[src/hw/rtl/assert_macros.svh]
// Assertion macros shared by the scheduler RTL.
// No dependencies; included by files that carry concurrent checks.
`ifndef ASSERT_MACROS_SVH
`define ASSERT_MACROS_SVH

// Condition must hold on every clock edge outside reset.
`define ASSERT_ALWAYS(name, clk, rst_n, prop, msg) \
	name: assert property (@(posedge clk) disable iff (!rst_n) (prop)) \
		else $error(msg);

// Antecedent on one edge implies consequent on the next edge.
`define ASSERT_NEXT(name, clk, rst_n, ante, cons, msg) \
	name: assert property (@(posedge clk) disable iff (!rst_n) (ante) |=> (cons)) \
		else $error(msg);

`endif

[src/hw/rtl/arus_pkg.sv]
// Package for the adaptive rate update scheduler: widths, codes, constants.
// No dependencies; used by arus_div and adaptive_rate_update_scheduler.
package arus_pkg;

	localparam int NUM_CHANNELS = 6;
	localparam int NUM_WEIGHTS  = 6;
	localparam int WT_IDX_W     = 3;

	// configuration port
	localparam int CFG_IDX_W  = 3;
	localparam int CFG_DATA_W = 20;
	localparam int WEIGHT_W   = 8;
	localparam int WATER_W    = 20;

	localparam logic [CFG_IDX_W-1:0] REG_HIGH_WATER = 3'd6;
	localparam logic [CFG_IDX_W-1:0] REG_LOW_WATER  = 3'd7;

	localparam logic [WEIGHT_W-1:0] WEIGHT_RESET [NUM_WEIGHTS] =
		'{8'd67, 8'd23, 8'd66, 8'd55, 8'd55, 8'd2};
	localparam logic [WATER_W-1:0] HIGH_WATER_RESET = 20'h30000;
	localparam logic [WATER_W-1:0] LOW_WATER_RESET  = 20'h10000;

	// command codes
	localparam int MODE_W = 2;
	localparam logic [MODE_W-1:0] MODE_INIT   = 2'd0;
	localparam logic [MODE_W-1:0] MODE_SAMPLE = 2'd1;
	localparam logic [MODE_W-1:0] MODE_TICK   = 2'd2;

	// datapath widths
	localparam int LEVEL_W = 16;
	localparam int SUM_W   = 21;
	localparam int CNT_W   = 5;
	localparam int RATE_W  = 12;
	localparam int PHASE_W = 16;
	localparam int NEXT_W  = 18;
	localparam int INC_W   = 17;
	localparam int DUE_W   = 6;
	localparam int PROD_W  = WEIGHT_W + RATE_W;
	localparam int QUO_W   = 13;

	localparam logic [CNT_W-1:0]   SAMPLE_WIN = 5'd16;
	localparam logic [RATE_W-1:0]  RATE_RESET = 12'd64;
	localparam logic [RATE_W-1:0]  RATE_MIN   = 12'd8;
	localparam logic [RATE_W-1:0]  RATE_MAX   = 12'd2048;
	localparam logic [PHASE_W-1:0] PHASE_STEP = 16'h0100;
	localparam logic [INC_W-1:0]   STEP_DIVIDEND = 17'h10000;

	// x / 100 == (x * 671089) >> 26 for every x below 2**20
	localparam logic [PROD_W-1:0] DIV100_MUL   = 20'd671089;
	localparam int                DIV100_SHIFT = 26;

	localparam logic [QUO_W-1:0] DVS_FLOOR     = 13'd1;
	localparam logic [QUO_W-1:0] DVS_RANGE_MIN = 13'd2;
	localparam logic [QUO_W-1:0] DVS_RANGE_MAX = 13'd256;

	typedef struct packed {
		logic busy;
		logic done;
	} div_stat_t;

endpackage

[src/hw/rtl/arus_div.sv]
// Iterative restoring divider, one quotient bit per cycle.
// Depends on arus_pkg (div_stat_t, default widths) and assert_macros.svh.
`include "assert_macros.svh"

module arus_div #(
	parameter int DVD_W = arus_pkg::INC_W,
	parameter int DVS_W = arus_pkg::QUO_W
) (
	input  logic                clk,
	input  logic                arst_n,
	input  logic                start,
	input  logic [DVD_W-1:0]    dividend,
	input  logic [DVS_W-1:0]    divisor,
	output arus_pkg::div_stat_t stat,
	output logic [DVD_W-1:0]    quotient
);

	localparam int CNT_W = $clog2(DVD_W + 1);

	logic [DVD_W-1:0] acc_q;
	logic [DVS_W-1:0] rem_q;
	logic [DVS_W-1:0] dvs_q;
	logic [CNT_W-1:0] cnt_q;
	logic             busy_q;
	logic             done_q;

	logic [DVS_W:0] r_sh;
	logic [DVS_W:0] r_sub;
	logic           ge;

	assign r_sh  = {rem_q, acc_q[DVD_W-1]};
	assign ge    = r_sh >= {1'b0, dvs_q};
	assign r_sub = r_sh - {1'b0, dvs_q};

	always_ff @(posedge clk or negedge arst_n) begin
		if (!arst_n) begin
			busy_q <= 1'b0;
			done_q <= 1'b0;
			cnt_q  <= '0;
		end else begin
			done_q <= 1'b0;
			if (start) begin
				busy_q <= 1'b1;
				cnt_q  <= CNT_W'(DVD_W);
			end else if (busy_q) begin
				cnt_q <= cnt_q - 1'b1;
				if (cnt_q == CNT_W'(1)) begin
					busy_q <= 1'b0;
					done_q <= 1'b1;
				end
			end
		end
	end

	// datapath, no reset
	always_ff @(posedge clk) begin
		if (start) begin
			acc_q <= dividend;
			rem_q <= '0;
			dvs_q <= divisor;
		end else if (busy_q) begin
			acc_q <= {acc_q[DVD_W-2:0], ge};
			rem_q <= ge ? r_sub[DVS_W-1:0] : r_sh[DVS_W-1:0];
		end
	end

	assign stat.busy = busy_q;
	assign stat.done = done_q;
	assign quotient  = acc_q;

	`ASSERT_ALWAYS(a_no_restart, clk, arst_n, !(start && busy_q), "divider restarted while busy")
	`ASSERT_NEXT(a_done_pulse, clk, arst_n, done_q, !done_q && !busy_q, "done not a single pulse")

endmodule

[src/hw/rtl/adaptive_rate_update_scheduler.sv]
// Adaptive rate update scheduler, top level. Depends on arus_pkg, arus_div.
// Tick and unused mode go straight to the result word; a plain sample first
// checks its window; init and an adapting sample recompute each channel's step
// in turn through the shared 17-bit divider. One word in flight: in_ready is low
// until the result is in the out register. Reset (arst_n low) restores register
// defaults and clears the scheduling state, the adjust factor returning to 64.
`include "assert_macros.svh"

module adaptive_rate_update_scheduler #(
	parameter int NUM_CHANNELS = arus_pkg::NUM_CHANNELS
) (
	input  logic                                clk,
	input  logic                                arst_n,
	// config write port
	input  logic                                cfg_we,
	input  logic [arus_pkg::CFG_IDX_W-1:0]      cfg_index,
	input  logic [arus_pkg::CFG_DATA_W-1:0]     cfg_data,
	// command word in
	input  logic                                in_valid,
	output logic                                in_ready,
	input  logic [arus_pkg::MODE_W-1:0]         mode,
	input  logic [arus_pkg::LEVEL_W-1:0]        queue_level,
	// result word out
	output logic                                out_valid,
	input  logic                                out_ready,
	output logic [arus_pkg::DUE_W-1:0]          due_mask,
	output logic [arus_pkg::RATE_W-1:0]         adjust_factor
);

	localparam int CH_W = (NUM_CHANNELS > 1) ? $clog2(NUM_CHANNELS) : 1;
	localparam logic [CH_W-1:0] CH_LAST = CH_W'(NUM_CHANNELS - 1);

	// sequencer states
	localparam int ST_W = 3;
	localparam logic [ST_W-1:0] S_IDLE     = 3'd0;
	localparam logic [ST_W-1:0] S_ADAPT    = 3'd1;
	localparam logic [ST_W-1:0] S_MUL      = 3'd2;
	localparam logic [ST_W-1:0] S_SCALE    = 3'd3;
	localparam logic [ST_W-1:0] S_DIVSTART = 3'd4;
	localparam logic [ST_W-1:0] S_DIVWAIT  = 3'd5;
	localparam logic [ST_W-1:0] S_DONE     = 3'd6;

	// config registers
	logic [arus_pkg::WEIGHT_W-1:0] wt_q [arus_pkg::NUM_WEIGHTS];
	logic [arus_pkg::WATER_W-1:0]  high_q;
	logic [arus_pkg::WATER_W-1:0]  low_q;

	// scheduling state
	logic [ST_W-1:0]                state_q;
	logic [CH_W-1:0]                ch_q;
	logic                           range_clamp_q; // 1: divisor 2..256, 0: floor of 1
	logic                           set_next_q;    // init also loads next-due times
	logic [arus_pkg::PHASE_W-1:0]   phase_q;
	logic [arus_pkg::NEXT_W-1:0]    nd_q  [NUM_CHANNELS];
	logic [arus_pkg::INC_W-1:0]     inc_q [NUM_CHANNELS];
	logic [NUM_CHANNELS-1:0]        flags_q;
	logic [arus_pkg::SUM_W-1:0]     sum_q;
	logic [arus_pkg::CNT_W-1:0]     cnt_q;
	logic [arus_pkg::RATE_W-1:0]    rate_q;

	// per-channel step pipeline
	logic [arus_pkg::PROD_W-1:0]    prod_s1;
	logic [arus_pkg::QUO_W-1:0]     quo100_s2;

	// output register
	logic                           out_valid_q;
	logic [arus_pkg::DUE_W-1:0]     due_q;
	logic [arus_pkg::RATE_W-1:0]    adj_q;

	logic in_acc;
	assign in_acc   = in_valid && in_ready;
	assign in_ready = (state_q == S_IDLE);

	// ---------------- weight of the channel in work ----------------
	logic [arus_pkg::WT_IDX_W-1:0]  wt_idx;
	logic [arus_pkg::WEIGHT_W-1:0]  ch_weight;
	assign wt_idx = arus_pkg::WT_IDX_W'(ch_q);
	always_comb begin
		ch_weight = '0;
		if (wt_idx < arus_pkg::WT_IDX_W'(arus_pkg::NUM_WEIGHTS))
			ch_weight = wt_q[wt_idx];
	end

	// divide by 100 as a reciprocal multiply
	logic [2*arus_pkg::PROD_W-1:0] scaled;
	assign scaled = (2*arus_pkg::PROD_W)'(prod_s1) *
		(2*arus_pkg::PROD_W)'(arus_pkg::DIV100_MUL);

	// divisor clamp ahead of the divider
	logic [arus_pkg::QUO_W-1:0] dvs;
	always_comb begin
		dvs = quo100_s2;
		if (range_clamp_q) begin
			if (quo100_s2 > arus_pkg::DVS_RANGE_MAX)
				dvs = arus_pkg::DVS_RANGE_MAX;
			else if (quo100_s2 < arus_pkg::DVS_RANGE_MIN)
				dvs = arus_pkg::DVS_RANGE_MIN;
		end else if (quo100_s2 == '0) begin
			dvs = arus_pkg::DVS_FLOOR;
		end
	end

	// ---------------- shared divider ----------------
	logic                        div_start;
	arus_pkg::div_stat_t         div_stat;
	logic [arus_pkg::INC_W-1:0]  div_quo;
	assign div_start = (state_q == S_DIVSTART);

	arus_div #(
		.DVD_W (arus_pkg::INC_W),
		.DVS_W (arus_pkg::QUO_W)
	) u_div (
		.clk      (clk),
		.arst_n   (arst_n),
		.start    (div_start),
		.dividend (arus_pkg::STEP_DIVIDEND),
		.divisor  (dvs),
		.stat     (div_stat),
		.quotient (div_quo)
	);

	// ---------------- sample: leaky sum ----------------
	logic                        win_full;
	logic [arus_pkg::SUM_W-1:0]  sum_leak;
	logic [arus_pkg::SUM_W-1:0]  sum_nx;
	assign win_full = (cnt_q >= arus_pkg::SAMPLE_WIN);
	assign sum_leak = win_full ? sum_q - (sum_q >> 4) : sum_q;
	assign sum_nx   = sum_leak + arus_pkg::SUM_W'(queue_level);

	// rate steps
	logic [arus_pkg::RATE_W-1:0] rate_dn_raw;
	logic [arus_pkg::RATE_W-1:0] rate_dn;
	logic [arus_pkg::RATE_W-1:0] rate_up;
	assign rate_dn_raw = rate_q - (rate_q >> 4);
	assign rate_dn = (rate_dn_raw < arus_pkg::RATE_MIN) ? arus_pkg::RATE_MIN : rate_dn_raw;
	assign rate_up = (rate_q >= arus_pkg::RATE_MAX) ? arus_pkg::RATE_MAX : rate_q + 1'b1;

	// ---------------- tick: all channels side by side ----------------
	logic [arus_pkg::PHASE_W-1:0] phase_nx;
	logic [arus_pkg::NEXT_W-1:0]  tick_nd   [NUM_CHANNELS];
	logic [NUM_CHANNELS-1:0]      tick_hit;
	assign phase_nx = phase_q + arus_pkg::PHASE_STEP;

	always_comb begin
		logic [arus_pkg::NEXT_W-1:0] base;
		for (int c = 0; c < NUM_CHANNELS; c++) begin
			// on phase wrap every channel restarts from its step
			base = (phase_nx == '0) ? arus_pkg::NEXT_W'(inc_q[c]) : nd_q[c];
			tick_hit[c] = base < arus_pkg::NEXT_W'(phase_nx);
			tick_nd[c]  = tick_hit[c] ? base + arus_pkg::NEXT_W'(inc_q[c]) : base;
		end
	end

	// ---------------- config registers ----------------
	always_ff @(posedge clk or negedge arst_n) begin
		if (!arst_n) begin
			for (int i = 0; i < arus_pkg::NUM_WEIGHTS; i++)
				wt_q[i] <= arus_pkg::WEIGHT_RESET[i];
			high_q <= arus_pkg::HIGH_WATER_RESET;
			low_q  <= arus_pkg::LOW_WATER_RESET;
		end else if (cfg_we) begin
			for (int i = 0; i < arus_pkg::NUM_WEIGHTS; i++)
				if (cfg_index == arus_pkg::CFG_IDX_W'(i))
					wt_q[i] <= cfg_data[arus_pkg::WEIGHT_W-1:0];
			if (cfg_index == arus_pkg::REG_HIGH_WATER)
				high_q <= cfg_data[arus_pkg::WATER_W-1:0];
			if (cfg_index == arus_pkg::REG_LOW_WATER)
				low_q <= cfg_data[arus_pkg::WATER_W-1:0];
		end
	end

	// ---------------- sequencer and state ----------------
	always_ff @(posedge clk or negedge arst_n) begin
		if (!arst_n) begin
			state_q       <= S_IDLE;
			ch_q          <= '0;
			range_clamp_q <= 1'b0;
			set_next_q    <= 1'b0;
			phase_q       <= '0;
			flags_q       <= '0;
			sum_q         <= '0;
			cnt_q         <= '0;
			rate_q        <= arus_pkg::RATE_RESET;
			for (int c = 0; c < NUM_CHANNELS; c++) begin
				nd_q[c]  <= '0;
				inc_q[c] <= '0;
			end
		end else begin
			unique case (state_q)
				S_IDLE: begin
					if (in_acc) begin
						ch_q <= '0;
						priority if (mode == arus_pkg::MODE_INIT) begin
							sum_q         <= '0;
							cnt_q         <= '0;
							phase_q       <= '0;
							flags_q       <= '0;
							rate_q        <= arus_pkg::RATE_RESET;
							range_clamp_q <= 1'b0;
							set_next_q    <= 1'b1;
							state_q       <= S_MUL;
						end else if (mode == arus_pkg::MODE_SAMPLE) begin
							sum_q   <= sum_nx;
							if (!win_full)
								cnt_q <= cnt_q + 1'b1;
							state_q <= S_ADAPT;
						end else if (mode == arus_pkg::MODE_TICK) begin
							phase_q <= phase_nx;
							flags_q <= tick_hit;
							for (int c = 0; c < NUM_CHANNELS; c++)
								nd_q[c] <= tick_nd[c];
							state_q <= S_DONE;
						end else begin
							state_q <= S_DONE;
						end
					end
				end
				S_ADAPT: begin
					// adapt only once the window holds 16 samples
					set_next_q <= 1'b0;
					if (cnt_q < arus_pkg::SAMPLE_WIN) begin
						state_q <= S_DONE;
					end else if (sum_q > arus_pkg::SUM_W'(high_q)) begin
						rate_q        <= rate_dn;
						range_clamp_q <= 1'b0;
						state_q       <= S_MUL;
					end else if (sum_q < arus_pkg::SUM_W'(low_q)) begin
						rate_q        <= rate_up;
						range_clamp_q <= 1'b1;
						state_q       <= S_MUL;
					end else begin
						state_q <= S_DONE;
					end
				end
				S_MUL: begin
					state_q <= S_SCALE;
				end
				S_SCALE: begin
					state_q <= S_DIVSTART;
				end
				S_DIVSTART: begin
					state_q <= S_DIVWAIT;
				end
				S_DIVWAIT: begin
					if (div_stat.done) begin
						inc_q[ch_q] <= div_quo;
						if (set_next_q)
							nd_q[ch_q] <= arus_pkg::NEXT_W'(div_quo);
						if (ch_q == CH_LAST) begin
							state_q <= S_DONE;
						end else begin
							ch_q    <= ch_q + 1'b1;
							state_q <= S_MUL;
						end
					end
				end
				S_DONE: begin
					// hold until the output register is free
					if (!out_valid_q || out_ready)
						state_q <= S_IDLE;
				end
				default: begin
					state_q <= S_IDLE;
				end
			endcase
		end
	end

	// output valid: set as a word is loaded, cleared once taken
	always_ff @(posedge clk or negedge arst_n) begin
		if (!arst_n) begin
			out_valid_q <= 1'b0;
		end else if (state_q == S_DONE && (!out_valid_q || out_ready)) begin
			out_valid_q <= 1'b1;
		end else if (out_ready) begin
			out_valid_q <= 1'b0;
		end
	end

	// step pipeline registers, no reset
	always_ff @(posedge clk) begin
		if (state_q == S_MUL)
			prod_s1 <= arus_pkg::PROD_W'(ch_weight) * arus_pkg::PROD_W'(rate_q);
		if (state_q == S_SCALE)
			quo100_s2 <= scaled[arus_pkg::DIV100_SHIFT +: arus_pkg::QUO_W];
	end

	// result word payload
	logic [arus_pkg::DUE_W-1:0] mask_now;
	for (genvar i = 0; i < arus_pkg::DUE_W; i++) begin : g_mask
		if (i < NUM_CHANNELS) begin : g_live
			assign mask_now[i] = flags_q[i];
		end else begin : g_pad
			assign mask_now[i] = 1'b0;
		end
	end

	always_ff @(posedge clk) begin
		if (state_q == S_DONE && (!out_valid_q || out_ready)) begin
			due_q <= mask_now;
			adj_q <= rate_q;
		end
	end

	assign out_valid     = out_valid_q;
	assign due_mask      = due_q;
	assign adjust_factor = adj_q;

	`ASSERT_ALWAYS(a_rate_range, clk, arst_n, rate_q >= arus_pkg::RATE_MIN && rate_q <= arus_pkg::RATE_MAX, "adjust factor out of range")
	`ASSERT_ALWAYS(a_cnt_sat, clk, arst_n, cnt_q <= arus_pkg::SAMPLE_WIN, "sample count past window")
	`ASSERT_NEXT(a_div_follow, clk, arst_n, state_q == S_DIVSTART, div_stat.busy && state_q == S_DIVWAIT, "divider did not start")
	`ASSERT_ALWAYS(a_busy_in_wait, clk, arst_n, !div_stat.busy || state_q == S_DIVWAIT, "divider busy outside wait state")

endmodule

[config.mk]
export PLATFORM = sky130hd
export DESIGN_NAME = adaptive_rate_update_scheduler
export DESIGN_NICKNAME = d
export VERILOG_FILES = /design/src/hw/rtl/arus_pkg.sv /design/src/hw/rtl/arus_div.sv /design/src/hw/rtl/adaptive_rate_update_scheduler.sv
export VERILOG_INCLUDE_DIRS = /design/src /design/src/hw/rtl
export SDC_FILE = /design/constraint.sdc
export NUM_CORES = 2
export LEC_CHECK = 0
export ABC_AREA = 1
export BUFFER_PORTS_ARGS = -buffer_cell sky130_fd_sc_hd__buf_2
export CORE_MARGIN = 8
export CORE_UTILIZATION = 60
export CTS_BUF_LIST = sky130_fd_sc_hd__clkbuf_8
export DETAILED_ROUTE_END_ITERATION = 12
export HOLD_SLACK_MARGIN = 0.06
export PLACE_DENSITY_LB_ADDON = 0.08
export SETUP_SLACK_MARGIN = 0.02
export SLEW_MARGIN = 30
export SYNTH_ARGS = -nofsm -noshare
export SYNTH_HDL_FRONTEND = slang
export SYNTH_SLANG_ARGS = --single-unit
export TNS_END_PERCENT = 1
[constraint.sdc]
create_clock -name clk -period 5 [get_ports clk]
set_input_delay 0.75 -clock clk [delete_from_list [all_inputs] [get_ports clk]]
set_output_delay 0.75 -clock clk [all_outputs]
set_load 0.02 [all_outputs]
# Word level (Yosys, flattened, before mapping)
# Index checks and enable logic that the tools add are counted.
# totals
ff_bits,468
inputBits,46
word_cells,226
# op_classes
n_addsub,15
mul,2
order_cmp,18
n_eq_ne,30
n_mux,87
bitwise,1
reduce_logical,33
# ops
op,n
$mux W108,6
$mux W18,13
$pmux W108 S2,1
$add A18 B17 Y18,6
$bwmux W108,1
$lt A18 B16 Y1,6
$bwmux W102,1
$mux W12,7
$mux W13,5
$mux W21,3
$demux W18 S3,1
$demux W17 S3,1
$mux W16,3
$mul A20 B20 Y39 const B,1
$mux W3,12
$mux W5,5
$bmux W8 S3,1
$eq A3 B3 Y1 const B,8
$mux W8,3
$pmux W12 S2,1
$add A21 B16 Y21,1
$gt A21 B20 Y1,1
$lt A21 B20 Y1,1
$pmux W3 S7,1
46 further kinds,97

# Depth between registers and ports, before layout
# logic_depth
depth_word,10
depth_mapped,29
depth_no_buf,27

# Cells and area by module
# From an unflattened synthesis, not the netlist that was laid out.
# hier_totals
hier_cells,5789
area_unflattened_um2,43546.8
# modules_own_cells
mod,instances,cells_per_inst,area_per_inst_um2,seq_area_each_um2
adaptive_rate_update_scheduler,1,5400,40513.9,10545.1
arus_div,1,389,3032.9,1336.3

# Worst setup path before layout
# No wires, ideal clock.
# synth_timing
path_kind,register -> register
start,reg prod_s1[9] (netlist bit)
end,reg quo100_s2[6] (netlist bit) (data pin)
setup_ns,0.265
t_arrival_ns,5.229
required_ns,4.735
path_slack_ns,-0.494
path_stages_with_launch,19
synth_period_minus_slack_ns,5.494
cell_sequence,edfxtp_1 ha_1 inv_1 fa_1 fa_1 inv_1 fa_1 fa_1 fa_1 inv_1 fa_1 inv_1 ha_1 a21o_1 a21oi_1 o21ai_0 a221oi_1 o21ai_0 xor2_1
# synth_via
elab_chain_cells,1
# synth_lines
element,line,source
"start, declared",adaptive_rate_update_scheduler.sv:62,logic [arus_pkg::PROD_W-1:0] prod_s1;
"start signal, assigned",adaptive_rate_update_scheduler.sv:283,prod_s1 <= arus_pkg::PROD_W'(ch_weight) * arus_pkg::PROD_W'(rate_q);
$mul A20 B20 Y39,adaptive_rate_update_scheduler.sv:86,assign scaled = (2*arus_pkg::PROD_W)'(prod_s1) *
named net scaled (one bit),adaptive_rate_update_scheduler.sv:85,logic [2*arus_pkg::PROD_W-1:0] scaled;
"end signal, assigned",adaptive_rate_update_scheduler.sv:285,quo100_s2 <= scaled[arus_pkg::DIV100_SHIFT +: arus_pkg::QUO_W];
"end, declared",adaptive_rate_update_scheduler.sv:63,logic [arus_pkg::QUO_W-1:0] quo100_s2;
# The timed path passes the listed nets, and every way through them passes these cells.
# A chain may end at the register's enable or synchronous reset.

# Final worst setup path
# layout_timing
start,reg prod_s1[8] (netlist bit)
end,reg quo100_s2[10] (netlist bit) (data pin)
# Same word-level chain as after synthesis.

==> impl_metrics.toml <==
[run_status]
status = "finished with violations"
violations = "setup timing"

[logic_synthesis]
synth_seq_area_share_pct = 27.4
async_flop_share_pct = 79.6
synthTopCellsByArea = "dfrtp_1, ha_1, nand2_1"
ys_ff_latch = 460
syn-cell-area_um2 = 42800
synth_warnings = 0
synth_flop_cell = "dfrtp_1"
synth_nets = 6317
postSynthAreaPerCell_um2 = 7.71
synth_top_area_share_pct = 20.0
synthCells = 5548
synth_edf_count = 64
yosys.area.top_type = "dfrtp_1"
synthDistinctLibCells = 61

[clock_tree]
cts_buffers = 86
cts.clk_slew.worst_paths_ps = 70
cts_root_buf = "clkbuf_8"
clock_latency_ps = 720
cts_tree = "built"
cts_num_sinks = 460
htree_levels = 3
clockBufferDepth = 3

[final_layout]
final_common_cell = "nand2_1"
syn_to_final_growth_pct = 13.0
num-nets-final = 6618
drive_above_1_share_pct = 11.9
final_cell_mix = "nand2_1, inv_1, ha_1"
n_fill_cell = 6129

[die]
num_rows = 98
die_w_um = 283
core_area_um2 = 71000
die_h_um = 283
io_pins = 66
die_area_um2 = 80100
start_util_pct = 60.2

[flow_run]
drv_cap = 0

[drt]
drc = 0
final_antenna_net_count = 0
finalWirelength_um = 126000
vias = 38323
vias_per_cell = 5.57
avgRoutedWirePerCell_um = 18.3
dr.pass1.iters = 8
drtIter0Drc = 2872

[grt]
overflow = 0
grt_max_degree = 122
grt_pass1_wl_um = 201000
grt_pass1_vias = 37843
antenna_found_initial = 5
gr-usage-all-layers_pct = 30.8

[setup_path]
critPathKind = "flop to flop"
endpoint_kind = "flop"
cp-start-kind = "flop"
arrival_ps = 5920
cp.required_ps = 5460
worstPathMaxFanout = 7

[timing]
fin_ws_ps = -452
clock_skew_ps = 41.1
worstMarginPinSlew_ps = 1130
setup-tns-final_ps = -6200
drv_slew = 0
grt_setup_unrepaired = "true"
min_period_ps = 5450
maxSlewHeadroom_pct = 24.6
hold_viol = 0
fmax_mhz = 183
setup_viol = 22
post-route-period-util_pct = 109

[placed_design]
gp_routability_congestion = 0.971
io_buffers = 65
dpl.hpwl_um = 96300

[hold_path]
hold_class = "input port to flop"
[repair_timing]
item / in CTS / in global routing
hold buffers: 1 / 0
endpoints found under the hold margin: 67 / 0
buffers inserted: 20 / 2
resized for setup: 64 / 28
endpoints found under the setup margin: 23 / 25
pin swaps: 36 / 8
[metrics by stage]
stage          setup WS, ps  hold WS, ps  std cells  utilization [%]  cell area, um^2
2_1_floorplan          -241          423       5548                -            42900
6_report               -452          260       6876             68.0            48300
5_1_grt                -666          232       6873             68.0            48300
3_5_place_dp           -532          432       6688             64.7            45900
3_3_place_gp           -481          430       6688             64.6            45900
4_1_cts                -408          211       6870             67.9            48200
[worst paths after layout]
check	startpoint	end	slack, ps	cells past startpoint
min	cfg_data[17]	low_q[17]$_DFFE_PN0P_	260	3
min reg2reg	flags_q[5]$_DFFE_PN0P_	due_mask[5]$_DFFE_PP_	450	0
max in group asynchronous	arst_n	high_q[14]$_DFFE_PN0P_	3230	3
max	prod_s1[8]$_DFFE_PP_	quo100_s2[10]$_DFFE_PN_	-450	20
max reg2reg	prod_s1[8]$_DFFE_PP_	quo100_s2[10]$_DFFE_PN_	-450	20
min in group asynchronous	arst_n	nd_q[16]$_DFFE_PN0P_	570	2
[area by class of cell]
class / count / area [um^2] / area share, %
multi-input combinational: 4019 / 27500 / 56.8
sequential: 460 / 11700 / 24.2
inverter: 921 / 3460 / 7.17
timing repair buffer: 361 / 2630 / 5.45
clock buffer: 103 / 1420 / 2.93
tap: 950 / 1190 / 2.46
clock inverter: 58 / 422 / 0.873
antenna: 4 / 10.0 / 0.0207
[metal layers]
metal	global-route usage [%]	wire length, um
met1	39.9	53900
met2	50.3	57500
met3	4.84	7920
met4	14.2	6310
met5	0	13
[state kept, by name (all words and copies together), names as in the netlist, 17 cells and up]
signal,flops
high_q,20
inc_q,102
low_q,20
nd_q,108
prod_s1,20
sum_q,21
u_div.quotient,17
wt_q,48
[cell families (layout without fill, tap and decap cells)]
logic type / Yosys count / after routing / share of synthesized area, %
adders and majority gates: 723 / 723 / 24.9
DFF: 460 / 460 / 27.4
buffers and inverters: 1069 / 1443 / 9.59
and+or+nand+nor: 1906 / 1906 / 18.5
AOI/OAI and AO/OA: 1247 / 1247 / 16.7
other: 0 / 4 / 0
xor gates and xnor gates: 142 / 142 / 2.91
muxes: 1 / 1 / 0.0263
[cells in the mapped netlist, types with 45 or more instances]
cell type and n:
dfrtp_1 342, a21oi_1 380, edfxtp_1 64, xnor2_1 64, nand2_1 1151, nor3_1 55
nor2_1 335, nand3_1 222, fa_1 213, xor2_1 78, or2_2 57, o21ai_0 488
o21bai_1 100, ha_1 510, inv_1 907, clkbuf_1 95, o22ai_1 45
[worst max-delay path: stages (launching register included)]
cell      delay [ps]
edfxtp_1         510
ha_1             340
inv_1             80
fa_1             450
fa_2             380
fa_1             530
inv_1             60
fa_1             470
fa_1             490
inv_1             50
fa_1             490
inv_1             60
ha_4             250
a21o_1           180
a31oi_1          180
o211ai_1         110
nand3_1          160
nand2_1          110
nand3_1           80
nand2_1           70
xor2_1           150
Power is left out: the tool's default activity adds up to more than one toggle a clock period on the data nets, which glitch-free logic cannot reach.
